==> config.mk <==
export PLATFORM = sky130hd
export DESIGN_NAME = key_press_event_classifier_top_flat
export DESIGN_NICKNAME = d
export VERILOG_FILES = /design/src/rtl/kpec_pkg.sv /design/src/rtl/kpec_if.sv /design/src/rtl/kpec_scan.sv /design/src/rtl/kpec_obuf.sv /design/src/rtl/key_press_event_classifier_top.sv /design/src/flat_wrapper.sv
export SDC_FILE = /design/constraint.sdc
export NUM_CORES = 1
export LEC_CHECK = 0
export BUFFER_PORTS_ARGS = -buffer_cell sky130_fd_sc_hd__buf_2
export CORE_MARGIN = 2
export CORE_UTILIZATION = 51
export DETAILED_ROUTE_END_ITERATION = 16
export PLACE_DENSITY = 0.86
export SETUP_SLACK_MARGIN = 0.05
export SYNTH_ARGS = -nofsm -noshare
export SYNTH_HDL_FRONTEND = slang
export SYNTH_SLANG_ARGS = --single-unit
==> constraint.sdc <==
create_clock -name clock -period 2.15 [get_ports clock]
set_input_delay 0.3225 -clock clock [delete_from_list [all_inputs] [get_ports clock]]
set_output_delay 0.3225 -clock clock [all_outputs]
set_load 0.05 [all_outputs]
==> src/rtl/kpec_pkg.sv <==
// ----------------------------------------------------------------------------
// kpec_pkg: key press event classifier shared definitions
// Word types, register map, event and key codes used by the classifier.
// ----------------------------------------------------------------------------
package kpec_pkg;

   localparam int unsigned LIMIT_W = 16;
   localparam int unsigned ADDR_W  = 4;
   localparam int unsigned DATA_W  = 32;

   // register indexes (byte address = 4 * index)
   localparam logic [1:0] REG_DEBOUNCE   = 2'd0;
   localparam logic [1:0] REG_LONG_PRESS = 2'd1;
   localparam logic [1:0] REG_REPEAT     = 2'd2;

   localparam logic [LIMIT_W-1:0] DEBOUNCE_RESET   = 16'd5;
   localparam logic [LIMIT_W-1:0] LONG_PRESS_RESET = 16'd500;
   localparam logic [LIMIT_W-1:0] REPEAT_RESET     = 16'd50;

   // event codes
   localparam logic [2:0] EV_NONE         = 3'd0;
   localparam logic [2:0] EV_PRESS        = 3'd1;
   localparam logic [2:0] EV_RELEASE      = 3'd2;
   localparam logic [2:0] EV_REPEAT       = 3'd3;
   localparam logic [2:0] EV_LONG_RELEASE = 3'd4;

   // key codes
   localparam logic [2:0] KEY_NONE   = 3'd0;
   localparam logic [2:0] KEY_STOP   = 3'd1;
   localparam logic [2:0] KEY_REV    = 3'd2;
   localparam logic [2:0] KEY_FWD    = 3'd3;
   localparam logic [2:0] KEY_LOWER  = 3'd4;
   localparam logic [2:0] KEY_UP     = 3'd5;
   localparam logic [2:0] KEY_SELECT = 3'd6;
   localparam logic [2:0] KEY_FUNC   = 3'd7;

   typedef struct packed {
      logic [4:0] panel_keys;
      logic       enter_pin;
      logic       mode_pin;
   } req_word_type;

   typedef struct packed {
      logic [2:0] event_kind;
      logic [2:0] key_code;
   } rsp_word_type;

   typedef struct packed {
      logic [LIMIT_W-1:0] debounce_limit;
      logic [LIMIT_W-1:0] long_press_limit;
      logic [LIMIT_W-1:0] repeat_limit;
   } cfg_type;

endpackage

==> src/rtl/kpec_if.sv <==
// ----------------------------------------------------------------------------
// kpec_if: classifier channel interfaces
// Valid/ready channels for scan words in and event words out.
// ----------------------------------------------------------------------------
interface kpec_req_if;
   logic       valid;
   logic       ready;
   logic [4:0] panel_keys;
   logic       enter_pin;
   logic       mode_pin;

   modport source (output valid, output panel_keys, output enter_pin, output mode_pin,
                   input ready);
   modport sink   (input valid, input panel_keys, input enter_pin, input mode_pin,
                   output ready);
endinterface

interface kpec_rsp_if;
   logic       valid;
   logic       ready;
   logic [2:0] event_kind;
   logic [2:0] key_code;

   modport source (output valid, output event_kind, output key_code, input ready);
   modport sink   (input valid, input event_kind, input key_code, output ready);
endinterface

==> src/rtl/kpec_scan.sv <==
// ----------------------------------------------------------------------------
// kpec_scan: key encoder and debounce / long-press scanner
// Encodes the key lines and steps the scanner once per accepted word.
// ----------------------------------------------------------------------------
module kpec_scan
   import kpec_pkg::*;
(
   input  logic         clock,
   input  logic         reset,
   input  logic         accept,
   input  req_word_type req_word,
   input  cfg_type      cfg,
   output rsp_word_type rsp_word
);

   typedef enum logic [1:0] {
      PH_IDLE     = 2'd0,
      PH_DEBOUNCE = 2'd1,
      PH_HELD     = 2'd2,
      PH_LONG     = 2'd3
   } phase_type;

   phase_type          phase_ff, phase_in;
   logic [2:0]         held_ff, held_in;
   logic [LIMIT_W-1:0] count_ff, count_in;
   logic [2:0]         key;
   logic [2:0]         event_in;
   logic               changed;

   // fixed priority: stop, rev, fwd, down, up, enter, mode
   always_comb begin
      if (req_word.panel_keys[3])      key = KEY_STOP;
      else if (req_word.panel_keys[4]) key = KEY_REV;
      else if (req_word.panel_keys[2]) key = KEY_FWD;
      else if (req_word.panel_keys[1]) key = KEY_LOWER;
      else if (req_word.panel_keys[0]) key = KEY_UP;
      else if (!req_word.enter_pin)    key = KEY_SELECT;
      else if (!req_word.mode_pin)     key = KEY_FUNC;
      else                             key = KEY_NONE;
   end

   assign changed = (key == KEY_NONE) || (key != held_ff);

   always_comb begin
      phase_in = phase_ff;
      held_in  = held_ff;
      count_in = count_ff + 16'd1;
      event_in = EV_NONE;
      unique case (phase_ff)
         PH_IDLE: begin
            count_in = count_ff;
            if (key != KEY_NONE) begin
               held_in  = key;
               count_in = '0;
               phase_in = PH_DEBOUNCE;
            end
         end
         PH_DEBOUNCE: begin
            if (changed) begin
               count_in = count_ff;
               phase_in = PH_IDLE;
            end else if (count_ff >= cfg.debounce_limit) begin
               count_in = '0;
               phase_in = PH_HELD;
               event_in = EV_PRESS;
            end
         end
         PH_HELD: begin
            if (changed) begin
               count_in = count_ff;
               phase_in = PH_IDLE;
               event_in = EV_RELEASE;
            end else if (count_ff > cfg.long_press_limit) begin
               count_in = '0;
               phase_in = PH_LONG;
            end
         end
         PH_LONG: begin
            if (changed) begin
               count_in = count_ff;
               phase_in = PH_IDLE;
               event_in = EV_LONG_RELEASE;
            end else if (count_ff > cfg.repeat_limit) begin
               count_in = '0;
               event_in = EV_REPEAT;
            end
         end
         default: begin
            phase_in = PH_IDLE;
         end
      endcase
   end

   // key code names the held key; an idle-to-debounce step carries no event
   always_comb begin
      rsp_word.event_kind = event_in;
      rsp_word.key_code   = (event_in == EV_NONE) ? KEY_NONE : held_ff;
   end

   always_ff @(posedge clock) begin
      if (reset) begin
         phase_ff <= PH_IDLE;
         held_ff  <= KEY_NONE;
         count_ff <= '0;
      end else if (accept) begin
         phase_ff <= phase_in;
         held_ff  <= held_in;
         count_ff <= count_in;
      end
   end

endmodule

==> src/rtl/kpec_obuf.sv <==
// ----------------------------------------------------------------------------
// kpec_obuf: two-entry result buffer
// Output register plus skid stage so a word can be taken while one waits.
// ----------------------------------------------------------------------------
module kpec_obuf
   import kpec_pkg::*;
(
   input  logic         clock,
   input  logic         reset,
   input  logic         push,
   input  rsp_word_type push_word,
   output logic         push_ready,
   output logic         out_valid,
   input  logic         out_ready,
   output rsp_word_type out_word
);

   logic         main_valid_ff, skid_valid_ff;
   rsp_word_type main_ff, skid_ff;
   logic         pop;

   assign pop        = main_valid_ff && out_ready;
   assign push_ready = !skid_valid_ff;
   assign out_valid  = main_valid_ff;
   assign out_word   = main_ff;

   always_ff @(posedge clock) begin
      if (reset) begin
         main_valid_ff <= 1'b0;
         skid_valid_ff <= 1'b0;
      end else if (pop) begin
         if (skid_valid_ff) begin
            main_ff       <= skid_ff;
            skid_valid_ff <= 1'b0;
         end else if (push) begin
            main_ff <= push_word;
         end else begin
            main_valid_ff <= 1'b0;
         end
      end else if (push) begin
         if (!main_valid_ff) begin
            main_ff       <= push_word;
            main_valid_ff <= 1'b1;
         end else begin
            skid_ff       <= push_word;
            skid_valid_ff <= 1'b1;
         end
      end
   end

endmodule

==> src/rtl/key_press_event_classifier_top.sv <==
// ----------------------------------------------------------------------------
// key_press_event_classifier_top: key press event classifier
// Debounces panel keys and reports press, release and long-press events.
// ----------------------------------------------------------------------------
// Usage:
//   req carries one scan word per tick: five panel key lines (1 = pressed)
//   and the active-low enter and mode pins. Every accepted word yields
//   exactly one word on rsp: event_kind and key_code, both zero when
//   nothing happened.
//   The scanner step is combinational; its result is registered in the
//   output buffer. Throughput is one word per cycle while rsp takes results.
//   A two-entry output buffer lets req take one more word while a result
//   waits; req.ready drops only when both entries are full.
//   Limits are written over the APB port (0x0 debounce, 0x4 long press,
//   0x8 repeat, 16 bits each) only while the block is idle; this binds the
//   user, and the block leaves it unchecked. Reset clears the scanner to
//   idle, empties the buffer and loads the limits with 5, 500 and 50.
// ----------------------------------------------------------------------------
module key_press_event_classifier_top
   import kpec_pkg::*;
(
   input  logic              clock,
   input  logic              reset,
   kpec_req_if.sink          req,
   kpec_rsp_if.source        rsp,
   input  logic              psel,
   input  logic              penable,
   input  logic              pwrite,
   input  logic [ADDR_W-1:0] paddr,
   input  logic [DATA_W-1:0] pwdata,
   output logic [DATA_W-1:0] prdata,
   output logic              pready
);

   cfg_type      cfg_ff;
   req_word_type req_word;
   rsp_word_type scan_word, out_word;
   logic         accept;
   logic         csr_write;

   assign pready    = 1'b1;
   assign csr_write = psel && penable && pwrite;

   always_ff @(posedge clock) begin
      if (reset) begin
         cfg_ff.debounce_limit   <= DEBOUNCE_RESET;
         cfg_ff.long_press_limit <= LONG_PRESS_RESET;
         cfg_ff.repeat_limit     <= REPEAT_RESET;
      end else if (csr_write) begin
         unique case (paddr[3:2])
            REG_DEBOUNCE:   cfg_ff.debounce_limit   <= pwdata[LIMIT_W-1:0];
            REG_LONG_PRESS: cfg_ff.long_press_limit <= pwdata[LIMIT_W-1:0];
            REG_REPEAT:     cfg_ff.repeat_limit     <= pwdata[LIMIT_W-1:0];
            default: ;
         endcase
      end
   end

   always_comb begin
      unique case (paddr[3:2])
         REG_DEBOUNCE:   prdata = {{(DATA_W-LIMIT_W){1'b0}}, cfg_ff.debounce_limit};
         REG_LONG_PRESS: prdata = {{(DATA_W-LIMIT_W){1'b0}}, cfg_ff.long_press_limit};
         REG_REPEAT:     prdata = {{(DATA_W-LIMIT_W){1'b0}}, cfg_ff.repeat_limit};
         default:        prdata = '0;
      endcase
   end

   assign req_word.panel_keys = req.panel_keys;
   assign req_word.enter_pin  = req.enter_pin;
   assign req_word.mode_pin   = req.mode_pin;
   assign accept              = req.valid && req.ready;

   kpec_scan u_scan (
      .clock    (clock),
      .reset    (reset),
      .accept   (accept),
      .req_word (req_word),
      .cfg      (cfg_ff),
      .rsp_word (scan_word)
   );

   kpec_obuf u_obuf (
      .clock      (clock),
      .reset      (reset),
      .push       (accept),
      .push_word  (scan_word),
      .push_ready (req.ready),
      .out_valid  (rsp.valid),
      .out_ready  (rsp.ready),
      .out_word   (out_word)
   );

   assign rsp.event_kind = out_word.event_kind;
   assign rsp.key_code   = out_word.key_code;

   // a word with no event never names a key
   assert property (@(posedge clock) disable iff (reset)
      (rsp.valid && (rsp.event_kind == EV_NONE)) |-> (rsp.key_code == KEY_NONE))
      else $error("key code set on a word with no event");

   // rsp is valid at the next edge after every accepted word
   assert property (@(posedge clock) disable iff (reset)
      accept |=> rsp.valid)
      else $error("accepted word did not reach the output");

   // back-pressure on req only when a result is waiting
   assert property (@(posedge clock) disable iff (reset)
      !req.ready |-> rsp.valid)
      else $error("req stalled with an empty output");

   // event codes above long release are never produced
   assert property (@(posedge clock) disable iff (reset)
      rsp.valid |-> (rsp.event_kind <= EV_LONG_RELEASE))
      else $error("undefined event code on rsp");

endmodule

==> src/flat_wrapper.sv <==
// flat-port wrapper written by rule: the top's interface ports become plain ports
module key_press_event_classifier_top_flat import kpec_pkg::*;
  (clock, reset, psel, penable, pwrite, paddr, pwdata, prdata, pready, req_valid, req_panel_keys, req_enter_pin, req_mode_pin, req_ready, rsp_valid, rsp_event_kind, rsp_key_code, rsp_ready);
  kpec_req_if req_i ();
  kpec_rsp_if rsp_i ();
  input  logic clock;
  input  logic reset;
  input  logic psel;
  input  logic penable;
  input  logic pwrite;
  input  logic [ADDR_W-1:0] paddr;
  input  logic [DATA_W-1:0] pwdata;
  output logic [DATA_W-1:0] prdata;
  output logic pready;
  input wire logic [$bits(req_i.valid)-1:0] req_valid;
  input wire logic [$bits(req_i.panel_keys)-1:0] req_panel_keys;
  input wire logic [$bits(req_i.enter_pin)-1:0] req_enter_pin;
  input wire logic [$bits(req_i.mode_pin)-1:0] req_mode_pin;
  output wire logic [$bits(req_i.ready)-1:0] req_ready;
  output wire logic [$bits(rsp_i.valid)-1:0] rsp_valid;
  output wire logic [$bits(rsp_i.event_kind)-1:0] rsp_event_kind;
  output wire logic [$bits(rsp_i.key_code)-1:0] rsp_key_code;
  input wire logic [$bits(rsp_i.ready)-1:0] rsp_ready;
  assign req_i.valid = req_valid;
  assign req_i.panel_keys = req_panel_keys;
  assign req_i.enter_pin = req_enter_pin;
  assign req_i.mode_pin = req_mode_pin;
  assign req_ready = req_i.ready;
  assign rsp_valid = rsp_i.valid;
  assign rsp_event_kind = rsp_i.event_kind;
  assign rsp_key_code = rsp_i.key_code;
  assign rsp_i.ready = rsp_ready;
  key_press_event_classifier_top u_core (.clock(clock), .reset(reset), .req(req_i), .rsp(rsp_i), .psel(psel), .penable(penable), .pwrite(pwrite), .paddr(paddr), .pwdata(pwdata), .prdata(prdata), .pready(pready));
endmodule
# == Yosys cells after proc, flatten, opt, wreduce, memory -nomap -nowiden ==
# Cells that the tools add are included.
# totals
ff_bits,83
out_inout_bits,41
word_cells,97
# classes
add_sub_neg,1
magnitude_cmp,3
eq_ne,16
mux,39
n_bitwise,2
n_reduce_logical,24
# op_table
operator,count
$mux 16,7
$pmux 16 s4,1
$pmux 16 s3,1
$gt 16x16->1,2
$mux 6,5
$mux 3,9
$add 16x1->16 const B,1
$ge 16x16->1,1
$mux 2,8
$ne 2x2->1 const B,7
$reduce_and 5->1,2
$pmux 3 s3,1
$pmux 2 s4,1
$reduce_and 2->1,4
$reduce_and 4->1,2
$eq 2x2->1 const B,3
$logic_not 3->1,2
$mux 1,6
$ne 3x3->1 const B,2
$reduce_and 3->1,2
$eq 2x1->1 const B,2
$logic_and 1x1->1,4
$logic_not 2->1,2
$reduce_bool 2->1,2
other kinds (7),8

# == Depth between registers and ports, before layout ==
# Gate-level depths: netlist of the first run.
# depth
ltp_word,16
ltp_mapped,10

# == By module ==
# A second synthesis of the first run with hierarchy kept.
# hier_totals
hier_cells,633
hier_area_um2,5559.1
# modules_own_cells
mod,n_inst,cells_per_inst,area_each_um2
kpec_scan,1,340,2558.7
key_press_event_classifier_top,1,262,2458.6
kpec_obuf,1,31,541.8

# == Worst setup path after synthesis of the first run ==
# No wires, ideal clock.
# synth_timing
kind,input-to-output
startpoint,input port paddr[2]
endpoint,output port prdata[10]
arrival_time_ns,2.411
required_time_ns,1.827
setup_slack_ns,-0.583
stages,4
path_buffers,2
cell_sequence,buf_1 buf_1 mux2i_1 o21ai_0
# synth_via
elab_chain_len,2
word_cells_on_any_way,4
cone_classes,eq/ne: 2; mux: 1; reduce/logical: 1
# synth_rtl
element,line,text
"start, declared",flat_wrapper.sv:11,input logic [ADDR_W-1:0] paddr;
"$eq 2x2->1, or another cell as far along",key_press_event_classifier_top.sv:60,unique case (paddr[3:2])
$pmux 16 s3 *,key_press_event_classifier_top.sv:60,
"end, declared",flat_wrapper.sv:13,output logic [DATA_W-1:0] prdata;
# Mark *: on every way between the ends. The rest lies on a longest branch, timed or not.

# == Final worst setup path of the first run ==
# layout_timing
startpoint,register u_core.cfg_ff[15] (netlist name)
endpoint,register u_core.u_scan.count_ff[14]
# layout_via
elab_chain_len,4
# layout_rtl
element,line,text
"start, declared",key_press_event_classifier_top.sv:35,cfg_type cfg_ff;
$gt 16x16->1,kpec_scan.sv:83,end else if (count_ff > cfg.repeat_limit) begin
$mux 16,kpec_scan.sv:83,
$mux 16,kpec_scan.sv:79,if (changed) begin
$pmux 16 s4,kpec_scan.sv:49,unique case (phase_ff)
"end signal, assigned",kpec_scan.sv:108,count_ff <= count_in;
"end, declared",kpec_scan.sv:25,"logic [LIMIT_W-1:0] count_ff, count_in;"
# No other way between the ends. The select of a mux whose other input is x is not followed.
# A chain may end at the register's enable or synchronous reset.

==> flow_metrics.py, run 1 <==
metrics = {
    "global_routing": {
        "antenna_found_initial": 0,
        "first_global_vias": 5525,
        "grt_max_degree": 30,
        "grt_pass1_wl_um": 24700,
        "grt_overflow": 0,
        "track_usage_pct": 27.6,
    },
    "synth": {
        "synth_edf_count": 12,
        "ys.flop_type": "dfxtp_1",
        "synthSimpleGateAreaFrac_pct": 21.9,
        "synth_fa_ha_area_share_pct": 11.6,
        "synthArstFlopShare_pct": 0,
        "synth-seq-cells": 83,
        "ys_types": 62,
        "ys_seq_area_share_pct": 33.7,
        "yosysWarnings": 0,
        "yosys.area.top_type": "dfxtp_1",
        "synthCells": 667,
        "synth-compound-area-share_pct": 18.3,
        "synth_top_family_by_area": "simple AND/OR/NAND/NOR gates",
        "synth.area.top_cells": "dfxtp_1 (27%), ha_1 (12%), nand2_1 (9.4%), edfxtp_1 (6.8%), a21oi_1 (5.6%)",
        "yosysMostFrequentCell": "nand2_1",
        "synth_mux_area_share_pct": 4.59,
        "synth_xor_area_share_pct": 0.497,
        "synth_common_cells": "nand2_1 (133), dfxtp_1 (71), inv_1 (67)",
        "syn_area_um2": 5290,
        "synth_top_cell_area_share_pct": 26.9,
        "postSynthAreaPerCell_um2": 7.92,
    },
    "drt": {
        "wl_per_cell_um": 17.2,
        "drc": 0,
        "routed-via-count": 5551,
        "ant_nets": 0,
        "drt-pass1-iter-count": 6,
        "vias_per_cell": 5.82,
        "drt_iter0_markers": 438,
        "drt-total-wl_um": 16400,
    },
    "placement": {
        "dp.cells": 930,
        "gp_congestion": 0.916,
        "dpl.hpwl_um": 11100,
        "port_buffers": 55,
        "placed_area_um2": 6370,
        "pre_cts_ws_ns": -0.316,
    },
    "floorplanning": {
        "ioPinCount": 91,
        "initial_core_util_pct": 51.9,
        "std_cell_rows": 37,
        "fp.dieH_um": 106,
        "die_x_um": 106,
        "dieArea_um2": 11200,
        "core_um2": 10200,
    },
    "cells_and_area": {
        "final_cell_area_um2": 6990,
        "antenna_cells": 0,
        "drive_gt1_share_pct": 33.9,
        "finalNetCount": 912,
        "utilization_pct": 68.6,
        "syn2layout_area_growth_pct": 32.2,
        "fillers": 728,
        "finalNonFillerCells": 954,
    },
    "flow_run": {
        "max_cap_violations": 0,
    },
    "timing": {
        "rsz0062_at_grt": "yes",
        "min_period_over_period_pct": 112,
        "timing.fmax_mhz": 415,
        "report.final.hold_viol_count": 0,
        "maxSlewViolCount": 0,
        "tightestPinTransition_ns": 1.22,
        "worst_slack_ns": -0.259,
        "setup_violations": 27,
        "relSlewSlack_pct": 18.0,
        "finalSetupTns_ns": -4.23,
        "fin_worst_skew_ns": 0.0143,
        "period_minus_slack_ns": 2.41,
        "holdWs_ns": 0.162,
    },
    "worst_setup_path": {
        "crit_required_ns": 2.45,
        "crit_type": "register to register",
        "setup.worst_path.start_class": "register",
        "endpoint_kind": "register",
        "crit_start": "u_core.cfg_ff[15]",
        "cp.arrival_ns": 2.71,
        "r2r_start": "u_core.cfg_ff[15]",
        "cp_max_fo": 5,
    },
    "clock_network": {
        "clk_latency_ns": 0.38,
        "clkSlewWorstSetupHoldPaths_ns": 0.09,
        "htree_levels": 3,
        "clockBufferDepth": 2,
        "cts_sinks": 83,
        "root_buffer": "clkbuf_8",
        "numCtsBuffers": 9,
        "tritoncts": "done",
    },
    "outcome": {
        "status": "complete, but fails checks",
        "violations": "setup timing",
    },
    "power_and_ir_drop": {
        "peakVddDrop_mv": 0.363,
        "p_leak_nw": 2.96,
        "power_density_nw_per_um2": 480,
        "total_power_mw": 3.36,
    },
    "hold_path": {
        "min-delay-start": "rsp_ready",
        "hold_path_class": "primary input to register",
    },
}
where the power goes:
group	internal [mW]	switching (mW)
clock	0.487	0.606
sequential	1.60	0.0300
combinational	0.215	0.420
total	2.30	1.06
routing by layer:
| metal | track usage, % | part of all wire (%) | up-vias |
|---|---|---|---|
| li1 | - | - | 2589 |
| met1 | 31.5 | 38 | 2641 |
| met2 | 49.3 | 52 | 277 |
| met3 | 5.94 | 7.3 | 44 |
| met4 | 11.9 | 2.6 | 0 |
| met5 | 0 | 0 | - |
timing repair:
item,4_1_cts,5_1_grt
resized for setup,50,35
setup endpoints to repair,28,27
gates cloned,1,0
setup buffers,4,3
hold buffers,0,0
pin swaps,13,16
state kept, by name, indices dropped and copies added, names as in the netlist:
signal / flops
u_core.u_obuf.skid_ff: 6
u_core.cfg_ff: 48
u_core.u_scan.count_ff: 16
u_core.u_scan.phase_ff: 2
u_core.u_scan.held_ff: 3
u_core.u_obuf.out_valid: 1
u_core.u_obuf.out_word: 6
u_core.u_obuf.skid_valid_ff: 1
cell usage in the layout (no fill, tap or decap), drive strengths merged, types with 13 or more instances in the layout:
cell type	instances
a21oi	59
a31oi	14
buf	162
clkbuf	13
conb	17
dfxtp	71
ha	49
inv	68
mux2i	22
nand2	135
nand3	23
nor2	22
o211ai	13
o21ai	35
final cells by class:
cell class	count	area, µm²	area share, %
Clock buffer	13	159	2.27
Tap cell	136	170	2.44
Clock inverter	3	22.5	0.322
Inverter	67	251	3.60
Multi-Input combinational cell	490	3480	49.7
Timing Repair Buffer	162	1100	15.7
Sequential cell	83	1810	25.9
cells by family after synthesis:
kind of cell | Yosys count
other | 2
AOI/OAI and AO/OA | 157
buffers and inverters | 109
and+or+nand+nor | 240
xor gates and xnor gates | 3
DFF | 83
adders and majority gates | 49
muxes | 24
critical path, cell delays in order, from the launching register on:
cell	delay [ns]
dfxtp_2	0.35
inv_2	0.06
ha_4	0.27
nand4_1	0.24
nor4_4	0.41
nand2b_4	0.20
a31oi_4	0.06
o21ai_4	0.26
buf_4	0.17
nand4_1	0.13
a31oi_1	0.19
path summary, 6_finish.rpt:
path                                       to  slack [ns]  cells past startpoint
setup reg to reg   u_core.u_scan.count_ff[14]       -0.26                     10
hold reg to reg             u_core.cfg_ff[33]        0.49                      2
hold / removal    u_core.u_obuf.skid_valid_ff        0.16                      2
setup / recovery   u_core.u_scan.count_ff[14]       -0.26                     10
No activity file was read; power rests on OpenSTA's default activity.
==> run 2: changes to the inputs <==
==> constraint.sdc (replaced) <==
create_clock -name clock -period 2.15 [get_ports clock]
set_input_delay 0.1075 -clock clock [delete_from_list [all_inputs] [get_ports clock]]
set_output_delay 0.1075 -clock clock [all_outputs]
set_load 0.05 [all_outputs]
==> run 2 against run 1 <==
The run ends with hold timing, setup timing left. Fmax decreased by 3.4%. Clock skew decreased by 0.0013 ns. Final cell count increased by 1.6%. Clock-buffer cell count decreased by 4. First-iteration DRC count increased by 51%. Sequential power about the same. Global-route usage increased by 4.3 points. Worst setup slack got worse by 0.084 ns. Core utilization increased by 3.8 points. Worst hold slack got worse by 0.17 ns. Cell area increased by 5.5%. Routed wire length increased by 16%. Highest routed layer unchanged.
==> flow_metrics.py, run 2 (same netlist as run 1, synthesis figures left out) <==
metrics = {
    "timing": {
        "rsz0062_at_grt": "yes",
        "period_minus_slack_ns": 2.49,
        "fin_worst_skew_ns": 0.0129,
        "maxSlewViolCount": 0,
        "holdWs_ns": -0.00457,
        "report.final.hold_viol_count": 5,
        "worst_slack_ns": -0.343,
        "min_period_over_period_pct": 116,
        "setup_violations": 28,
        "timing.fmax_mhz": 401,
        "tightestPinTransition_ns": 0.669,
        "relSlewSlack_pct": 55.4,
    },
    "global_routing": {
        "grt_overflow": 0,
        "first_global_vias": 5796,
        "track_usage_pct": 31.8,
        "grt_pass1_wl_um": 28300,
        "grt_max_degree": 30,
        "antenna_found_initial": 0,
    },
    "floorplanning": {
        "die_x_um": 106,
        "core_um2": 10200,
        "fp.dieH_um": 106,
        "dieArea_um2": 11200,
        "initial_core_util_pct": 51.9,
        "ioPinCount": 91,
        "std_cell_rows": 37,
    },
    "worst_setup_path": {
        "worst_r2r_path_depth": 12,
        "crit_required_ns": 2.45,
        "crit_path_cell_trace": "inv_1 > ha_1 > nand4_1 > buf_4 > nor4_2 > nand2b_4 > a31oi_4 > o21ai_4 > buf_4 > buf_4 > a31oi_4 > o22ai_2",
        "slowest_stage": "dfxtp_2",
        "endpoint_kind": "register",
        "path_common_cell": "buf_4",
        "critPathTopFamily": "simple AND/OR/NAND/NOR gates",
        "crit_cells": 12,
        "cp.arrival_ns": 2.80,
        "critical_path.max_stage_delay_ns": 0.35,
        "path_buf_inv": 4,
        "crit_type": "register to register",
        "setup.worst_path.start_class": "register",
        "cp_max_fo": 4,
    },
    "drt": {
        "drt-pass1-iter-count": 6,
        "ant_nets": 0,
        "routed-via-count": 5973,
        "vias_per_cell": 6.16,
        "drc": 0,
        "drt-total-wl_um": 19100,
        "drt_iter0_markers": 661,
        "wl_per_cell_um": 19.7,
    },
    "cells_and_area": {
        "layout_commonest_cell": "nand2_1",
        "antenna_cells": 0,
        "utilization_pct": 72.4,
        "drive_gt1_share_pct": 37.0,
        "syn2layout_area_growth_pct": 39.4,
        "final_cell_area_um2": 7370,
        "reg_top3": "u_core.cfg_ff x48, u_core.u_scan.count_ff x16",
        "largest_reg_flops": 48,
        "mostFrequentLayoutCells": "nand2_1 (131), buf_4 (102), a21oi_1 (56), inv_1 (56), buf_2 (55)",
        "regMostFlops": "u_core.cfg_ff",
        "finalNetCount": 927,
    },
    "clock_network": {
        "tritoncts": "done",
        "root_buffer": "clkbuf_8",
        "cts_sinks": 83,
        "numCtsBuffers": 9,
        "clk_latency_ns": 0.38,
        "clockBufferDepth": 2,
        "htree_levels": 3,
        "clkSlewWorstSetupHoldPaths_ns": 0.10,
    },
    "power_and_ir_drop": {
        "switching_share_pct": 32.0,
        "p_clk_share_pct": 34.1,
        "power_density_nw_per_um2": 468,
        "seqPwrFrac_pct": 47.0,
        "net-switching-power_mw": 1.10,
        "total_power_mw": 3.45,
        "internal_power_mw": 2.35,
        "combPwrFrac_pct": 18.9,
        "peakVddDrop_mv": 0.558,
        "p_leak_nw": 3.06,
    },
    "placement": {
        "port_buffers": 55,
        "dpl.hpwl_um": 10400,
        "gp_congestion": 0.961,
        "placed_area_um2": 6290,
    },
    "outcome": {
        "status": "complete, but fails checks",
        "violations": "hold timing, setup timing",
    },
    "flow_run": {
        "max_cap_violations": 0,
    },
    "hold_path": {
        "hold_path_class": "primary input to register",
        "min_path_cells": 3,
    },
}
## run 2: changes by cell type in the layout (fill, tap and decap cells not counted), moves of 4 or more
cell / before / now
ha_1: 40 / 28
ha_4: 9 / 20
dfxtp_1: 48 / 38
dlygate4sd3_1: 0 / 10
o21ai_2: 14 / 7
dfxtp_4: 0 / 6
buf_6: 5 / 10
inv_1: 61 / 56
o21ai_0: 7 / 12
a31oi_1: 4 / 8
dfxtp_2: 23 / 27
inv_2: 6 / 10
## run 2: worst reg2reg max path, stage by stage, from the launching register on
cell and delay [ns]:
dfxtp_2 0.35, inv_1 0.05, ha_1 0.30, nand4_1 0.22, buf_4 0.22, nor4_2 0.24, nand2b_4 0.21, a31oi_4 0.05
o21ai_4 0.18, buf_4 0.17, buf_4 0.13, a31oi_4 0.08, o22ai_2 0.20
## run 2: repair_timing
item | in CTS | in global routing
hold buffers | 10 | 0
setup buffers | 12 | 6
resized for setup | 120 | 27
cloned | 1 | 0
setup endpoints to repair | 28 | 29
pin swaps | 35 | 10
endpoints found under the hold margin | 17 | 0
## run 2: area by class of cell
| type | count | area, µm² |
|---|---|---|
| Tap cell | 136 | 170 |
| Fill cell | 645 | 2820 |
| Clock buffer | 9 | 124 |
| Clock inverter | 7 | 66.3 |
| Sequential cell | 83 | 1840 |
| Multi-Input combinational cell | 490 | 3660 |
| Inverter | 67 | 254 |
| Timing Repair Buffer | 177 | 1250 |
## run 2: path summary, 6_finish.rpt
| check | start | end | slack, ns |
|---|---|---|---|
| worst max-delay path | u_core.cfg_ff[12] | u_core.u_scan.count_ff[11] | -0.34 |
| worst min-delay path | pwdata[8] | u_core.cfg_ff[8] | -0.005 |
| worst max register to register | u_core.cfg_ff[12] | u_core.u_scan.count_ff[11] | -0.34 |
| worst min register to register | u_core.cfg_ff[35] | u_core.cfg_ff[35] | 0.48 |
## run 2: power groups by stage
stage / clock network (mW) / logic [mW] / registers, mW
5_1_grt: 1.24 / 0.685 / 1.62
6_report: 1.18 / 0.652 / 1.62
4_1_cts: 1.14 / 0.599 / 1.62
2_1_floorplan: 0 / 0.371 / 1.67
3_3_place_gp: 0 / 0.513 / 1.66
3_5_place_dp: 0 / 0.523 / 1.66
## run 2: stage by stage
step | hold WS, ns | setup slack, ns | TNS (ns) | cells
after floorplan | 0.209 | 0.0586 | 0 | 682
after global placement | 0.341 | -0.285 | -4.74 | 924
after detailed placement | 0.349 | -0.399 | -6.96 | 924
after CTS | 0.00367 | -0.118 | -1.47 | 963
after global routing | 0.00942 | -0.389 | -8.07 | 969
final | -0.00457 | -0.343 | -6.93 | 969
## run 2: layer usage
layer / up-vias / global-route usage [%] / wire length (µm)
li1: 2618 / - / -
met1: 2756 / 36.7 / 6800
met2: 453 / 55.2 / 9110
met3: 146 / 6.93 / 1840
met4: 0 / 16.6 / 1340
met5: - / 0 / 0
